$ cat config.mk
export PLATFORM = sky130hd
export DESIGN_NAME = dsp_mailbox_dma_registers_top_flat
export DESIGN_NICKNAME = d
export VERILOG_FILES = /design/src/hw/rtl/dspmb_pkg.sv /design/src/hw/rtl/dspmb_req_if.sv /design/src/hw/rtl/dspmb_rsp_if.sv /design/src/hw/rtl/dsp_mailbox_dma_registers_top.sv /design/src/flat_wrapper.sv
export VERILOG_INCLUDE_DIRS = /design/src /design/src/hw/rtl
export SDC_FILE = /design/constraint.sdc
export NUM_CORES = 1
export LEC_CHECK = 0
export BUFFER_PORTS_ARGS = -buffer_cell sky130_fd_sc_hd__clkbuf_2
export CELL_PAD_IN_SITES_DETAIL_PLACEMENT = 0
export CELL_PAD_IN_SITES_GLOBAL_PLACEMENT = 2
export CORE_ASPECT_RATIO = 1.5
export CORE_MARGIN = 8
export CORE_UTILIZATION = 45
export DETAILED_ROUTE_END_ITERATION = 10
export GPL_TIMING_DRIVEN = 0
export PLACE_DENSITY_LB_ADDON = 0.12
export RECOVER_POWER = 50
export SLEW_MARGIN = 20
export SYNTH_ARGS = -nofsm -noshare
export SYNTH_HDL_FRONTEND = slang
export SYNTH_SLANG_ARGS = --single-unit
export TNS_END_PERCENT = 20
$ cat constraint.sdc
create_clock -name clk -period 7.7 [get_ports clk]
set_clock_uncertainty 0.15 [all_clocks]
set_input_delay 1.155 -clock clk [delete_from_list [all_inputs] [get_ports clk]]
set_output_delay 1.155 -clock clk [all_outputs]
set_load 0.01 [all_outputs]
$ cat src/hw/rtl/dsp_mailbox_dma_registers_top_assert.svh
// Assertion macros for the mailbox and DMA register block.
`ifndef DSP_MAILBOX_DMA_REGISTERS_TOP_ASSERT_SVH
`define DSP_MAILBOX_DMA_REGISTERS_TOP_ASSERT_SVH

// Check that cons holds in the same cycle as ante.
`define DSPMB_ASSERT_NOW(label, ante, cons) \
    label: assert property (@(posedge clk) disable iff (!rst_n) (ante) |-> (cons)) \
        else $error("register block check failed");

// Check that cons holds in the cycle after ante.
`define DSPMB_ASSERT_NEXT(label, ante, cons) \
    label: assert property (@(posedge clk) disable iff (!rst_n) (ante) |=> (cons)) \
        else $error("register block check failed");

`endif

$ cat src/hw/rtl/dspmb_pkg.sv
// Package with access codes, register selects, masks and the result type.
package dspmb_pkg;

    localparam int KIND_W = 2;
    localparam int SEL_W  = 4;
    localparam int DATA_W = 16;
    localparam int HIGH_W = 10;
    localparam int MAIN_W = HIGH_W + DATA_W;
    localparam int CTRL_W = 2;

    // Access kinds
    localparam logic [KIND_W-1:0] KIND_DSP_RD = 2'd0;
    localparam logic [KIND_W-1:0] KIND_DSP_WR = 2'd1;
    localparam logic [KIND_W-1:0] KIND_CPU_RD = 2'd2;
    localparam logic [KIND_W-1:0] KIND_CPU_WR = 2'd3;

    // DSP side register selects
    localparam logic [SEL_W-1:0] DSP_DMAHI   = 4'd0;
    localparam logic [SEL_W-1:0] DSP_DMALO   = 4'd1;
    localparam logic [SEL_W-1:0] DSP_DSPADDR = 4'd2;
    localparam logic [SEL_W-1:0] DSP_CTRL    = 4'd3;
    localparam logic [SEL_W-1:0] DSP_LEN     = 4'd4;
    localparam logic [SEL_W-1:0] DSP_CMBH    = 4'd5;
    localparam logic [SEL_W-1:0] DSP_CMBL    = 4'd6;
    localparam logic [SEL_W-1:0] DSP_DMBH    = 4'd7;
    localparam logic [SEL_W-1:0] DSP_DMBL    = 4'd8;
    localparam logic [SEL_W-1:0] DSP_IRQ     = 4'd9;
    localparam logic [SEL_W-1:0] DSP_IGNORED = 4'd10;

    // CPU side register selects
    localparam logic [SEL_W-1:0] CPU_CMBH = 4'd0;
    localparam logic [SEL_W-1:0] CPU_CMBL = 4'd1;
    localparam logic [SEL_W-1:0] CPU_DMBH = 4'd2;
    localparam logic [SEL_W-1:0] CPU_DMBL = 4'd3;

    // Write masks and the mailbox full flag
    localparam logic [HIGH_W-1:0] MAIN_HIGH_MASK = 10'h3ff;
    localparam logic [DATA_W-1:0] WORD_MASK      = 16'hfffc;
    localparam logic [DATA_W-1:0] HALF_MASK      = 16'hfffe;
    localparam logic [CTRL_W-1:0] CTRL_MASK      = 2'h3;
    localparam logic [DATA_W-1:0] FULL_FLAG      = 16'h8000;

    typedef struct packed {
        logic [DATA_W-1:0] read_data;
        logic              access_error;
        logic              dma_start;
        logic [MAIN_W-1:0] dma_main_address;
        logic [DATA_W-1:0] dma_local_address;
        logic [DATA_W-1:0] dma_length;
        logic              dma_to_main;
        logic              dma_instruction_mem;
        logic              irq_pulse;
    } rsp_t;

endpackage

$ cat src/hw/rtl/dspmb_req_if.sv
// Request channel interface: one register access per beat.
interface dspmb_req_if;
    logic                       valid;
    logic                       ready;
    logic [dspmb_pkg::KIND_W-1:0] kind;
    logic [dspmb_pkg::SEL_W-1:0]  reg_select;
    logic [dspmb_pkg::DATA_W-1:0] write_data;

    modport source (output valid, output kind, output reg_select, output write_data,
                    input ready);
    modport sink   (input valid, input kind, input reg_select, input write_data,
                    output ready);
endinterface

$ cat src/hw/rtl/dspmb_rsp_if.sv
// Result channel interface: one access result per beat.
interface dspmb_rsp_if;
    logic                         valid;
    logic                         ready;
    logic [dspmb_pkg::DATA_W-1:0] read_data;
    logic                         access_error;
    logic                         dma_start;
    logic [dspmb_pkg::MAIN_W-1:0] dma_main_address;
    logic [dspmb_pkg::DATA_W-1:0] dma_local_address;
    logic [dspmb_pkg::DATA_W-1:0] dma_length;
    logic                         dma_to_main;
    logic                         dma_instruction_mem;
    logic                         irq_pulse;

    modport source (output valid, output read_data, output access_error, output dma_start,
                    output dma_main_address, output dma_local_address, output dma_length,
                    output dma_to_main, output dma_instruction_mem, output irq_pulse,
                    input ready);
    modport sink   (input valid, input read_data, input access_error, input dma_start,
                    input dma_main_address, input dma_local_address, input dma_length,
                    input dma_to_main, input dma_instruction_mem, input irq_pulse,
                    output ready);
endinterface

$ cat src/hw/rtl/dsp_mailbox_dma_registers_top.sv
// Top level of the host/DSP mailbox and DMA register block.
//
// Each request beat is one register access (DSP or CPU, read or write). The
// block decodes it, updates the mailbox and DMA registers, and places one
// result beat in an output register on the next cycle. Throughput is one
// access per clock: the input is ready whenever the output register is empty
// or is being taken in the same cycle, so a stalled result holds the input
// for exactly as long as it stalls. The DMA fields of each result show the
// register state after that access; dma_start and irq_pulse are set only
// on the result of the access that caused them.
`include "dsp_mailbox_dma_registers_top_assert.svh"

module dsp_mailbox_dma_registers_top (
    input  logic         clk,
    input  logic         rst_n,
    dspmb_req_if.sink    req,
    dspmb_rsp_if.source  rsp
);

    // DMA registers
    logic [dspmb_pkg::HIGH_W-1:0] main_addr_high_reg, main_addr_high_next;
    logic [dspmb_pkg::DATA_W-1:0] main_addr_low_reg,  main_addr_low_next;
    logic [dspmb_pkg::DATA_W-1:0] local_addr_reg,     local_addr_next;
    logic [dspmb_pkg::CTRL_W-1:0] dma_control_reg,    dma_control_next;
    logic [dspmb_pkg::DATA_W-1:0] transfer_length_reg, transfer_length_next;

    // Mailboxes: inbox is CPU to DSP, outbox is DSP to CPU
    logic [dspmb_pkg::DATA_W-1:0] inbox_high_shadow_reg,  inbox_high_shadow_next;
    logic [dspmb_pkg::DATA_W-1:0] inbox_high_reg,         inbox_high_next;
    logic [dspmb_pkg::DATA_W-1:0] inbox_low_reg,          inbox_low_next;
    logic [dspmb_pkg::DATA_W-1:0] outbox_high_shadow_reg, outbox_high_shadow_next;
    logic [dspmb_pkg::DATA_W-1:0] outbox_high_reg,        outbox_high_next;
    logic [dspmb_pkg::DATA_W-1:0] outbox_low_reg,         outbox_low_next;

    // Output register
    logic              out_valid_reg;
    dspmb_pkg::rsp_t   rsp_reg;
    dspmb_pkg::rsp_t   rsp_next;

    logic accept;

    // Take a new beat when the output register is empty or drains this cycle.
    assign req.ready = !out_valid_reg || rsp.ready;
    assign accept    = req.valid && req.ready;

    always_comb
    begin
        logic [dspmb_pkg::DATA_W-1:0] rd;
        logic                         err;
        logic                         start;
        logic                         irq;

        rd    = '0;
        err   = 1'b0;
        start = 1'b0;
        irq   = 1'b0;

        // Hold everything by default.
        main_addr_high_next     = main_addr_high_reg;
        main_addr_low_next      = main_addr_low_reg;
        local_addr_next         = local_addr_reg;
        dma_control_next        = dma_control_reg;
        transfer_length_next    = transfer_length_reg;
        inbox_high_shadow_next  = inbox_high_shadow_reg;
        inbox_high_next         = inbox_high_reg;
        inbox_low_next          = inbox_low_reg;
        outbox_high_shadow_next = outbox_high_shadow_reg;
        outbox_high_next        = outbox_high_reg;
        outbox_low_next         = outbox_low_reg;

        case (req.kind)
            dspmb_pkg::KIND_DSP_RD:
            begin
                case (req.reg_select)
                    dspmb_pkg::DSP_DMAHI:   rd = {{(dspmb_pkg::DATA_W-dspmb_pkg::HIGH_W){1'b0}},
                                                  main_addr_high_reg};
                    dspmb_pkg::DSP_DMALO:   rd = main_addr_low_reg;
                    dspmb_pkg::DSP_DSPADDR: rd = local_addr_reg;
                    dspmb_pkg::DSP_CTRL:    rd = {{(dspmb_pkg::DATA_W-dspmb_pkg::CTRL_W){1'b0}},
                                                  dma_control_reg};
                    dspmb_pkg::DSP_LEN:     rd = transfer_length_reg;
                    dspmb_pkg::DSP_CMBH:    rd = inbox_high_reg;
                    dspmb_pkg::DSP_CMBL:
                    begin
                        // Receiver reads the low half: drop the full flag.
                        rd              = inbox_low_reg;
                        inbox_high_next = inbox_high_reg & ~dspmb_pkg::FULL_FLAG;
                    end
                    dspmb_pkg::DSP_DMBH:    rd = outbox_high_reg;
                    dspmb_pkg::DSP_DMBL:
                    begin
                        rd               = outbox_low_reg;
                        outbox_high_next = outbox_high_reg & ~dspmb_pkg::FULL_FLAG;
                    end
                    dspmb_pkg::DSP_IRQ:     rd = '0;
                    default:                err = 1'b1;
                endcase
            end
            dspmb_pkg::KIND_DSP_WR:
            begin
                case (req.reg_select)
                    dspmb_pkg::DSP_DMAHI:
                        main_addr_high_next = req.write_data[dspmb_pkg::HIGH_W-1:0]
                                              & dspmb_pkg::MAIN_HIGH_MASK;
                    dspmb_pkg::DSP_DMALO:
                        main_addr_low_next = req.write_data & dspmb_pkg::WORD_MASK;
                    dspmb_pkg::DSP_DSPADDR:
                        local_addr_next = req.write_data & dspmb_pkg::HALF_MASK;
                    dspmb_pkg::DSP_CTRL:
                        dma_control_next = req.write_data[dspmb_pkg::CTRL_W-1:0]
                                           & dspmb_pkg::CTRL_MASK;
                    dspmb_pkg::DSP_LEN:
                    begin
                        transfer_length_next = req.write_data & dspmb_pkg::WORD_MASK;
                        start                = 1'b1;
                    end
                    dspmb_pkg::DSP_CMBH, dspmb_pkg::DSP_CMBL:
                        err = 1'b1;
                    dspmb_pkg::DSP_DMBH:
                        outbox_high_shadow_next = req.write_data;
                    dspmb_pkg::DSP_DMBL:
                    begin
                        // Commit the shadow with the full flag.
                        outbox_low_next  = req.write_data;
                        outbox_high_next = outbox_high_shadow_reg | dspmb_pkg::FULL_FLAG;
                    end
                    dspmb_pkg::DSP_IRQ:
                        irq = req.write_data[0];
                    dspmb_pkg::DSP_IGNORED:
                        ;
                    default:
                        err = 1'b1;
                endcase
            end
            dspmb_pkg::KIND_CPU_RD:
            begin
                case (req.reg_select)
                    dspmb_pkg::CPU_CMBH: rd = inbox_high_reg;
                    dspmb_pkg::CPU_CMBL: rd = inbox_low_reg;
                    dspmb_pkg::CPU_DMBH: rd = outbox_high_reg;
                    dspmb_pkg::CPU_DMBL:
                    begin
                        rd               = outbox_low_reg;
                        outbox_high_next = outbox_high_reg & ~dspmb_pkg::FULL_FLAG;
                    end
                    default:             err = 1'b1;
                endcase
            end
            default:
            begin
                // CPU write
                case (req.reg_select)
                    dspmb_pkg::CPU_CMBH:
                        inbox_high_shadow_next = req.write_data;
                    dspmb_pkg::CPU_CMBL:
                    begin
                        inbox_low_next  = req.write_data;
                        inbox_high_next = inbox_high_shadow_reg | dspmb_pkg::FULL_FLAG;
                    end
                    default:
                        err = 1'b1;
                endcase
            end
        endcase

        rsp_next.read_data           = rd;
        rsp_next.access_error        = err;
        rsp_next.dma_start           = start;
        rsp_next.dma_main_address    = {main_addr_high_next, main_addr_low_next};
        rsp_next.dma_local_address   = local_addr_next;
        rsp_next.dma_length          = transfer_length_next;
        rsp_next.dma_to_main         = dma_control_next[0];
        rsp_next.dma_instruction_mem = dma_control_next[1];
        rsp_next.irq_pulse           = irq;
    end

    // Register state; the mailbox and DMA registers advance only on an accepted beat.
    always_ff @(posedge clk or negedge rst_n)
    begin
        if (!rst_n)
        begin
            main_addr_high_reg     <= '0;
            main_addr_low_reg      <= '0;
            local_addr_reg         <= '0;
            dma_control_reg        <= '0;
            transfer_length_reg    <= '0;
            inbox_high_shadow_reg  <= '0;
            inbox_high_reg         <= '0;
            inbox_low_reg          <= '0;
            outbox_high_shadow_reg <= '0;
            outbox_high_reg        <= '0;
            outbox_low_reg         <= '0;
            out_valid_reg          <= 1'b0;
        end
        else
        begin
            if (accept)
            begin
                main_addr_high_reg     <= main_addr_high_next;
                main_addr_low_reg      <= main_addr_low_next;
                local_addr_reg         <= local_addr_next;
                dma_control_reg        <= dma_control_next;
                transfer_length_reg    <= transfer_length_next;
                inbox_high_shadow_reg  <= inbox_high_shadow_next;
                inbox_high_reg         <= inbox_high_next;
                inbox_low_reg          <= inbox_low_next;
                outbox_high_shadow_reg <= outbox_high_shadow_next;
                outbox_high_reg        <= outbox_high_next;
                outbox_low_reg         <= outbox_low_next;
                out_valid_reg          <= 1'b1;
            end
            else if (rsp.ready)
            begin
                out_valid_reg <= 1'b0;
            end
        end
    end

    // Result payload; load with each accepted beat, hold otherwise.
    always_ff @(posedge clk)
    begin
        if (accept)
        begin
            rsp_reg <= rsp_next;
        end
    end

    assign rsp.valid               = out_valid_reg;
    assign rsp.read_data           = rsp_reg.read_data;
    assign rsp.access_error        = rsp_reg.access_error;
    assign rsp.dma_start           = rsp_reg.dma_start;
    assign rsp.dma_main_address    = rsp_reg.dma_main_address;
    assign rsp.dma_local_address   = rsp_reg.dma_local_address;
    assign rsp.dma_length          = rsp_reg.dma_length;
    assign rsp.dma_to_main         = rsp_reg.dma_to_main;
    assign rsp.dma_instruction_mem = rsp_reg.dma_instruction_mem;
    assign rsp.irq_pulse           = rsp_reg.irq_pulse;

    // A DSP length write yields a start pulse on its result.
    `DSPMB_ASSERT_NEXT(a_len_start,
        accept && req.kind == dspmb_pkg::KIND_DSP_WR && req.reg_select == dspmb_pkg::DSP_LEN,
        out_valid_reg && rsp_reg.dma_start && !rsp_reg.access_error)
    // A CPU low-half write leaves the inbox flagged full.
    `DSPMB_ASSERT_NEXT(a_inbox_full,
        accept && req.kind == dspmb_pkg::KIND_CPU_WR && req.reg_select == dspmb_pkg::CPU_CMBL,
        inbox_high_reg[dspmb_pkg::DATA_W-1])
    // A stalled result blocks state changes.
    `DSPMB_ASSERT_NEXT(a_stall_hold,
        out_valid_reg && !rsp.ready,
        $stable(outbox_high_reg) && $stable(inbox_high_reg) && $stable(transfer_length_reg))
    // Alignment bits of the DMA registers stay clear.
    `DSPMB_ASSERT_NOW(a_align,
        1'b1,
        local_addr_reg[0] == 1'b0 && main_addr_low_reg[1:0] == 2'b00
        && transfer_length_reg[1:0] == 2'b00)

endmodule
$ cat src/flat_wrapper.sv
// flat-port wrapper written by rule: the top's interface ports become plain ports
module dsp_mailbox_dma_registers_top_flat 
  (clk, rst_n, req_valid, req_kind, req_reg_select, req_write_data, req_ready, rsp_valid, rsp_read_data, rsp_access_error, rsp_dma_start, rsp_dma_main_address, rsp_dma_local_address, rsp_dma_length, rsp_dma_to_main, rsp_dma_instruction_mem, rsp_irq_pulse, rsp_ready);
  dspmb_req_if req_i ();
  dspmb_rsp_if rsp_i ();
  input  logic clk;
  input  logic rst_n;
  input wire logic [$bits(req_i.valid)-1:0] req_valid;
  input wire logic [$bits(req_i.kind)-1:0] req_kind;
  input wire logic [$bits(req_i.reg_select)-1:0] req_reg_select;
  input wire logic [$bits(req_i.write_data)-1:0] req_write_data;
  output wire logic [$bits(req_i.ready)-1:0] req_ready;
  output wire logic [$bits(rsp_i.valid)-1:0] rsp_valid;
  output wire logic [$bits(rsp_i.read_data)-1:0] rsp_read_data;
  output wire logic [$bits(rsp_i.access_error)-1:0] rsp_access_error;
  output wire logic [$bits(rsp_i.dma_start)-1:0] rsp_dma_start;
  output wire logic [$bits(rsp_i.dma_main_address)-1:0] rsp_dma_main_address;
  output wire logic [$bits(rsp_i.dma_local_address)-1:0] rsp_dma_local_address;
  output wire logic [$bits(rsp_i.dma_length)-1:0] rsp_dma_length;
  output wire logic [$bits(rsp_i.dma_to_main)-1:0] rsp_dma_to_main;
  output wire logic [$bits(rsp_i.dma_instruction_mem)-1:0] rsp_dma_instruction_mem;
  output wire logic [$bits(rsp_i.irq_pulse)-1:0] rsp_irq_pulse;
  input wire logic [$bits(rsp_i.ready)-1:0] rsp_ready;
  assign req_i.valid = req_valid;
  assign req_i.kind = req_kind;
  assign req_i.reg_select = req_reg_select;
  assign req_i.write_data = req_write_data;
  assign req_ready = req_i.ready;
  assign rsp_valid = rsp_i.valid;
  assign rsp_read_data = rsp_i.read_data;
  assign rsp_access_error = rsp_i.access_error;
  assign rsp_dma_start = rsp_i.dma_start;
  assign rsp_dma_main_address = rsp_i.dma_main_address;
  assign rsp_dma_local_address = rsp_i.dma_local_address;
  assign rsp_dma_length = rsp_i.dma_length;
  assign rsp_dma_to_main = rsp_i.dma_to_main;
  assign rsp_dma_instruction_mem = rsp_i.dma_instruction_mem;
  assign rsp_irq_pulse = rsp_i.irq_pulse;
  assign rsp_i.ready = rsp_ready;
  dsp_mailbox_dma_registers_top u_core (.clk(clk), .rst_n(rst_n), .req(req_i), .rsp(rsp_i));
endmodule
==> results.py, run 1 <==
metrics = {
    "sta": {
        "setup_viol": 0,
        "drv_slew": 67,
        "rsz0062_at_grt": "no",
        "finalCriticalPeriod_ps": 4230,
        "fin_ws_ps": 3470,
        "tightest_slew_ps": 3780,
        "max_freq_ghz": 0.236,
        "period_share_pct": 55.0,
        "hold_viol": 0,
        "fin_tns_setup_ps": 0,
        "timing.slew.headroom_pct": -152,
    },
    "placement": {
        "port_buffers": 101,
        "dp.final_hpwl_mm": 25.1,
        "placed_cells": 1228,
        "placed_area_mm2": 0.0120,
        "place.gp.congestion": 0.916,
        "dp_slack_ps": 3750,
    },
    "hold_path": {
        "min_path_type": "reg -> reg",
    },
    "global_route": {
        "grt_pass1_wl_mm": 54.3,
        "grt_max_degree": 90,
        "global_route.usage.met3_pct": 3.15,
        "globalRouteMet1Util_pct": 31.0,
        "use_met2_pct": 43.0,
        "grt-ovfl-total": 0,
        "antenna_found_initial": 0,
        "grt_usage_pct": 24.8,
        "busiest_layer": "met2",
        "grt_pass1_vias": 7969,
    },
    "clock_tree": {
        "cts_buffers": 23,
        "cts_sinks": 234,
        "insertion_delay_ps": 530,
        "htreeDepth": 1,
        "clockBufferDepth": 3,
        "hold_buffers": 0,
        "tritoncts": "done",
        "ctsResizeCount": 0,
        "cts_root_buf": "clkbuf_16",
        "clkTransAtPathRegs_ps": 60,
        "post_cts_buffers": 0,
    },
    "layout": {
        "final_cell_mix": "192 x mux2_2, 155 x dfrtp_1, 106 x clkbuf_1",
        "final_area_mm2": 0.0126,
        "stdcell_count": 1270,
        "drive_above_1_share_pct": 32.6,
        "layout_commonest_cell": "mux2_2",
        "largest_reg_flops": 26,
        "n_antenna_cell": 0,
        "syn2layout_area_growth_pct": 14.2,
        "fillerInstances": 2177,
        "finish.net_count": 961,
    },
    "setup_path": {
        "crit_type": "in -> async",
        "crit_slowest_cell": "clkbuf_1",
        "r2r_setup_slack_ps": 4720,
        "path_max_fanout": 67,
        "cp_data_arrival_time_ps": 3840,
        "cpPeakStageDelay_ps": 2610,
        "crit_required_ps": 7310,
        "worstSetupEndpointType": "asynchronous set/reset pin",
        "cp_top_family": "buffers and inverters",
        "path_cells": "clkbuf_1",
        "start_kind": "primary input",
        "path_buf_inv": 1,
    },
    "logic_synthesis": {
        "syn-mean-instance-area_um2": 13.8,
        "async_flop_share_pct": 66.2,
        "synth-seq-cells": 234,
        "synth_cell_types": 67,
        "ys.flop_type": "dfrtp_1",
        "syn_area_mm2": 0.0110,
        "syn-num-nets": 834,
        "synth_top_area_share_pct": 35.2,
        "yosysTopAreaCell": "dfrtp_1",
        "synth_edf_count": 79,
        "syn_inst": 802,
        "seq_area_frac_synth_pct": 56.7,
        "yosys_warnings": 0,
        "netlist_top_cells_area": "dfrtp_1 35%, edfxtp_1 22%, mux2_2 20%, mux2i_1 2.6%, nand2_1 1.5%",
    },
    "power_and_ir_drop": {
        "peakVddDrop_mv": 0.161,
        "fin_total_pwr_uw": 2890,
        "power_leakage_uw": 0.00541,
        "pwr_density_cell_mw_per_mm2": 230,
    },
    "routing": {
        "drt-total-wl_mm": 36.6,
        "routedWlPerCell_um": 28.9,
        "via_per_inst": 6.01,
        "drt-pass1-iter-count": 5,
        "ant_nets": 0,
        "drc_errors": 0,
        "drt_iter0_markers": 608,
        "num_vias": 7633,
    },
    "run_status": {
        "violations": "max-capacitance violations, max-slew violations",
        "status": "finished with violations",
    },
    "floorplanning": {
        "die_h_um": 208,
        "ioPinCount": 107,
        "core_mm2": 0.0243,
        "die_w_um": 144,
        "start_util_pct": 45.5,
        "die_area_mm2": 0.0299,
        "row_count": 70,
    },
    "job": {
        "max-cap-violations": 1,
    },
}
==> layout make-up <==
cell class                 count  area, um^2  share of cell area [%]
sequential                   234        6250                    49.6
tap                          324         405                    3.22
clock inverter                 5        33.8                   0.268
multi-input combinational    493        4390                    34.9
clock buffer                  37         698                    5.54
buffer                        62         338                    2.68
inverter                      13        48.8                   0.387
timing repair buffer         102         430                    3.42
==> routing by layer <==
metal  up-vias  wire, um
met1      3974     14800
met5         -         0
li1       3288         -
met3        74      1920
met2       297     18800
met4         0      1170
==> final timing paths <==
check                                            startpoint                          endpoint  cells after the start
max                                                   rst_n       u_core.main_addr_low_reg[3]                      1
min                        u_core.inbox_high_shadow_reg[11]         u_core.inbox_high_reg[11]                      1
max reg2reg                                u_core.rsp.valid  u_core.outbox_high_shadow_reg[2]                      7
min reg2reg                u_core.inbox_high_shadow_reg[11]         u_core.inbox_high_reg[11]                      1
max in group clk                          req_reg_select[0]         u_core.rsp.dma_length[12]                      6
min in group asynchronous                             rst_n      u_core.main_addr_low_reg[11]                      1
==> kinds of logic after synthesis <==
family / share of synthesized area (%)
adder cells (fa/ha/maj): 0.681
AO/OA/AOI/OAI: 8.16
multiplexers: 22.5
AND/OR/NAND/NOR: 8.47
buffers and inverters: 3.48
flip-flops: 56.7
==> Yosys cell counts (all sizes together) (6+ instances only) <==
| master | n |
|---|---|
| nand3 | 10 |
| nand2 | 47 |
| a22o | 15 |
| nand2b | 6 |
| and2 | 14 |
| o22ai | 19 |
| edfxtp | 79 |
| a21oi | 7 |
| clkbuf | 17 |
| ha | 6 |
| mux2i | 29 |
| dfrtp | 155 |
| nor2 | 14 |
| nand3b | 10 |
| inv | 13 |
| buf | 45 |
| nor3b | 6 |
| a221oi | 17 |
| o21ai | 22 |
| mux2 | 193 |
==> metrics by stage <==
stage          util, %  hold WS, ps
2_1_floorplan        -          314
3_3_place_gp      49.2          332
3_5_place_dp      49.4          339
4_1_cts           52.4          353
5_1_grt           51.9          369
6_report          51.9          349
==> power breakdown <==
group,switching [uW],internal [uW]
clock,479,621
combinational,183,137
sequential,66.8,1400
total,728,2160
No activity file was read; power rests on OpenSTA's default activity.
==> inputs of run 2 (changes only) <==
--- a/config.mk
+++ b/config.mk
@@ -11,7 +11,7 @@
 export CELL_PAD_IN_SITES_GLOBAL_PLACEMENT = 2
 export CORE_ASPECT_RATIO = 1.5
 export CORE_MARGIN = 8
-export CORE_UTILIZATION = 45
+export CORE_UTILIZATION = 38
 export DETAILED_ROUTE_END_ITERATION = 10
 export GPL_TIMING_DRIVEN = 0
 export PLACE_DENSITY_LB_ADDON = 0.12
==> constraint.sdc (replaced) <==
create_clock -name clk -period 3.7 [get_ports clk]
set_clock_uncertainty 0.15 [all_clocks]
set_input_delay 0.555 -clock clk [delete_from_list [all_inputs] [get_ports clk]]
set_output_delay 0.555 -clock clk [all_outputs]
set_load 0.01 [all_outputs]
==> run 2 against run 1 <==
  * The flow still finishes with violations (max-capacitance violations, max-slew violations)
  * Highest routed layer unchanged
  * Final cell count grew 5.4%
  * Clock-buffer cell count up 2
  * Utilization decreased by 7.3 points
  * Design area is 1.4% higher
  * First-iteration DRC count decreased by 22%
  * Largest power group unchanged
  * Worst hold slack lost 230 ps
  * Sequential power increased by 110%
  * Via count decreased by 2.7%
  * Clock power increased by 130%
  * Combinational power is 110% higher
==> results.py, run 2 (synthesized netlist as in run 1, its figures left out) <==
metrics = {
    "sta": {
        "setup_viol": 0,
        "fin_tns_setup_ps": 0,
        "max_freq_ghz": 0.314,
        "tightest_slew_ps": 1820,
        "rsz0062_at_grt": "no",
        "finalCriticalPeriod_ps": 3180,
        "period_share_pct": 86.0,
        "timing.slew.headroom_pct": -21.6,
        "fin_hold_ws_ps": 119,
        "drv_slew": 68,
        "hold_viol": 0,
    },
    "power_and_ir_drop": {
        "pwr_density_cell_mw_per_mm2": 491,
        "power_leakage_uw": 0.00544,
        "peakVddDrop_mv": 0.282,
    },
    "layout": {
        "n_antenna_cell": 0,
        "drive_above_1_share_pct": 32.1,
        "final_cell_mix": "193 x mux2_2, 155 x dfrtp_1, 111 x clkbuf_1",
        "finish.net_count": 963,
        "layout_commonest_cell": "mux2_2",
        "largest_reg_flops": 26,
        "syn2layout_area_growth_pct": 15.8,
        "fillerInstances": 2694,
    },
    "setup_path": {
        "crit_type": "in -> reg",
        "path_max_fanout": 10,
        "worstSetupEndpointType": "flop",
        "ff2ff_path_depth": 6,
        "start_kind": "primary input",
        "crit_required_ps": 3830,
        "cp_data_arrival_time_ps": 3310,
    },
    "floorplanning": {
        "row_count": 76,
        "core_mm2": 0.0286,
        "die_w_um": 155,
        "die_h_um": 225,
        "ioPinCount": 107,
        "die_area_mm2": 0.0348,
        "start_util_pct": 38.5,
    },
    "routing": {
        "drt_iter0_markers": 475,
        "drt-pass1-iter-count": 5,
        "drt-total-wl_mm": 37.1,
        "num_vias": 7425,
        "ant_nets": 0,
        "drc_errors": 0,
        "routedWlPerCell_um": 27.7,
        "via_per_inst": 5.55,
    },
    "global_route": {
        "grt_max_degree": 89,
        "grt_usage_pct": 21.4,
        "grt-ovfl-total": 0,
        "grt_pass1_vias": 7927,
        "grt_pass1_wl_mm": 54.9,
        "antenna_found_initial": 0,
    },
    "clock_tree": {
        "cts_root_buf": "clkbuf_16",
        "clockBufferDepth": 3,
        "insertion_delay_ps": 540,
        "cts_buffers": 24,
        "cts_sinks": 234,
        "htreeDepth": 1,
        "clkTransAtPathRegs_ps": 60,
        "tritoncts": "done",
        "ctsResizeCount": 0,
    },
    "run_status": {
        "status": "finished with violations",
        "violations": "max-capacitance violations, max-slew violations",
    },
    "job": {
        "max-cap-violations": 1,
    },
    "placement": {
        "port_buffers": 101,
        "dp.final_hpwl_mm": 25.5,
        "place.gp.congestion": 0.900,
    },
    "hold_path": {
        "holdPathStages": 2,
        "min_path_type": "in -> reg",
    },
}
==> run 2: cell count changes in the layout (fill, tap and decap cells not counted), sizes merged <==
cell         previous run  this run
dlygate4sd3             0         1
clkbuf                156       161
clkinv                  2         1
bufinv                  0         2
clkinvlp                2         1
buf                    45        42
==> run 2: power by group <==
part | internal, uW | switching, uW
registers | 2920 | 140
logic | 286 | 378
clock network | 1500 | 1040
total | 4710 | 1550
==> run 2: final cells by class <==
| cell class | instances | area [um^2] | share of cell area, % |
|---|---|---|---|
| tap | 390 | 488 | 3.82 |
| multi-input combinational | 493 | 4390 | 34.4 |
| inverter | 13 | 48.8 | 0.382 |
| buffer | 62 | 334 | 2.62 |
| clock inverter | 5 | 80.1 | 0.627 |
| clock buffer | 39 | 738 | 5.78 |
| timing repair buffer | 103 | 439 | 3.44 |
| sequential | 234 | 6250 | 49.0 |
==> run 2: metal layers <==
| metal | up-vias | wire [um] | part of all wire [%] | GRT usage [%] |
|---|---|---|---|---|
| met1 | 3813 | 15700 | 42 | 27.0 |
| met2 | 270 | 18600 | 50 | 37.3 |
| met3 | 63 | 1790 | 4.8 | 2.84 |
| li1 | 3279 | - | - | - |
| met4 | 0 | 1010 | 2.7 | 6.95 |
| met5 | - | 0 | 0 | 0 |
==> run 2: worst max-delay path, stage by stage <==
cell	delay, ps
clkbuf_1	230
inv_1	140
ha_1	240
clkbuf_1	340
nand2_1	490
clkbuf_1	860
mux2_2	430
==> run 2: per-stage QoR <==
stage	std cells	instance area, um^2	worst slack (ps)	utilization, %	power (uW)
after floorplan	802	11000	952	-	3490
after global placement	1293	12000	-900	42.0	3770
after detailed placement	1294	12100	333	42.2	3800
after CTS	1339	12900	592	45.1	6340
after global routing	1339	12800	498	44.6	6500
final	1339	12800	520	44.6	6260
==> run 2: timing repair <==
item                       4_1_cts  5_1_grt
hold buffers                     1        0
setup buffers                    0        0
setup endpoints to repair        0        0
hold endpoints to repair        67        0
==> run 2: path summary, 6_finish.rpt <==
check,start,endpoint,slack [ps]
hold / removal,req_valid,u_core.rsp.valid,120
max in group asynchronous,rst_n,u_core.inbox_low_reg[10],1290
hold reg to reg,u_core.inbox_high_shadow_reg[4],u_core.inbox_high_reg[4],350
setup reg to reg,u_core.rsp.valid,u_core.main_addr_high_reg[6],770
min in group asynchronous,rst_n,u_core.main_addr_high_reg[4],880
setup / recovery,req_kind[1],u_core.rsp.dma_local_address[9],520
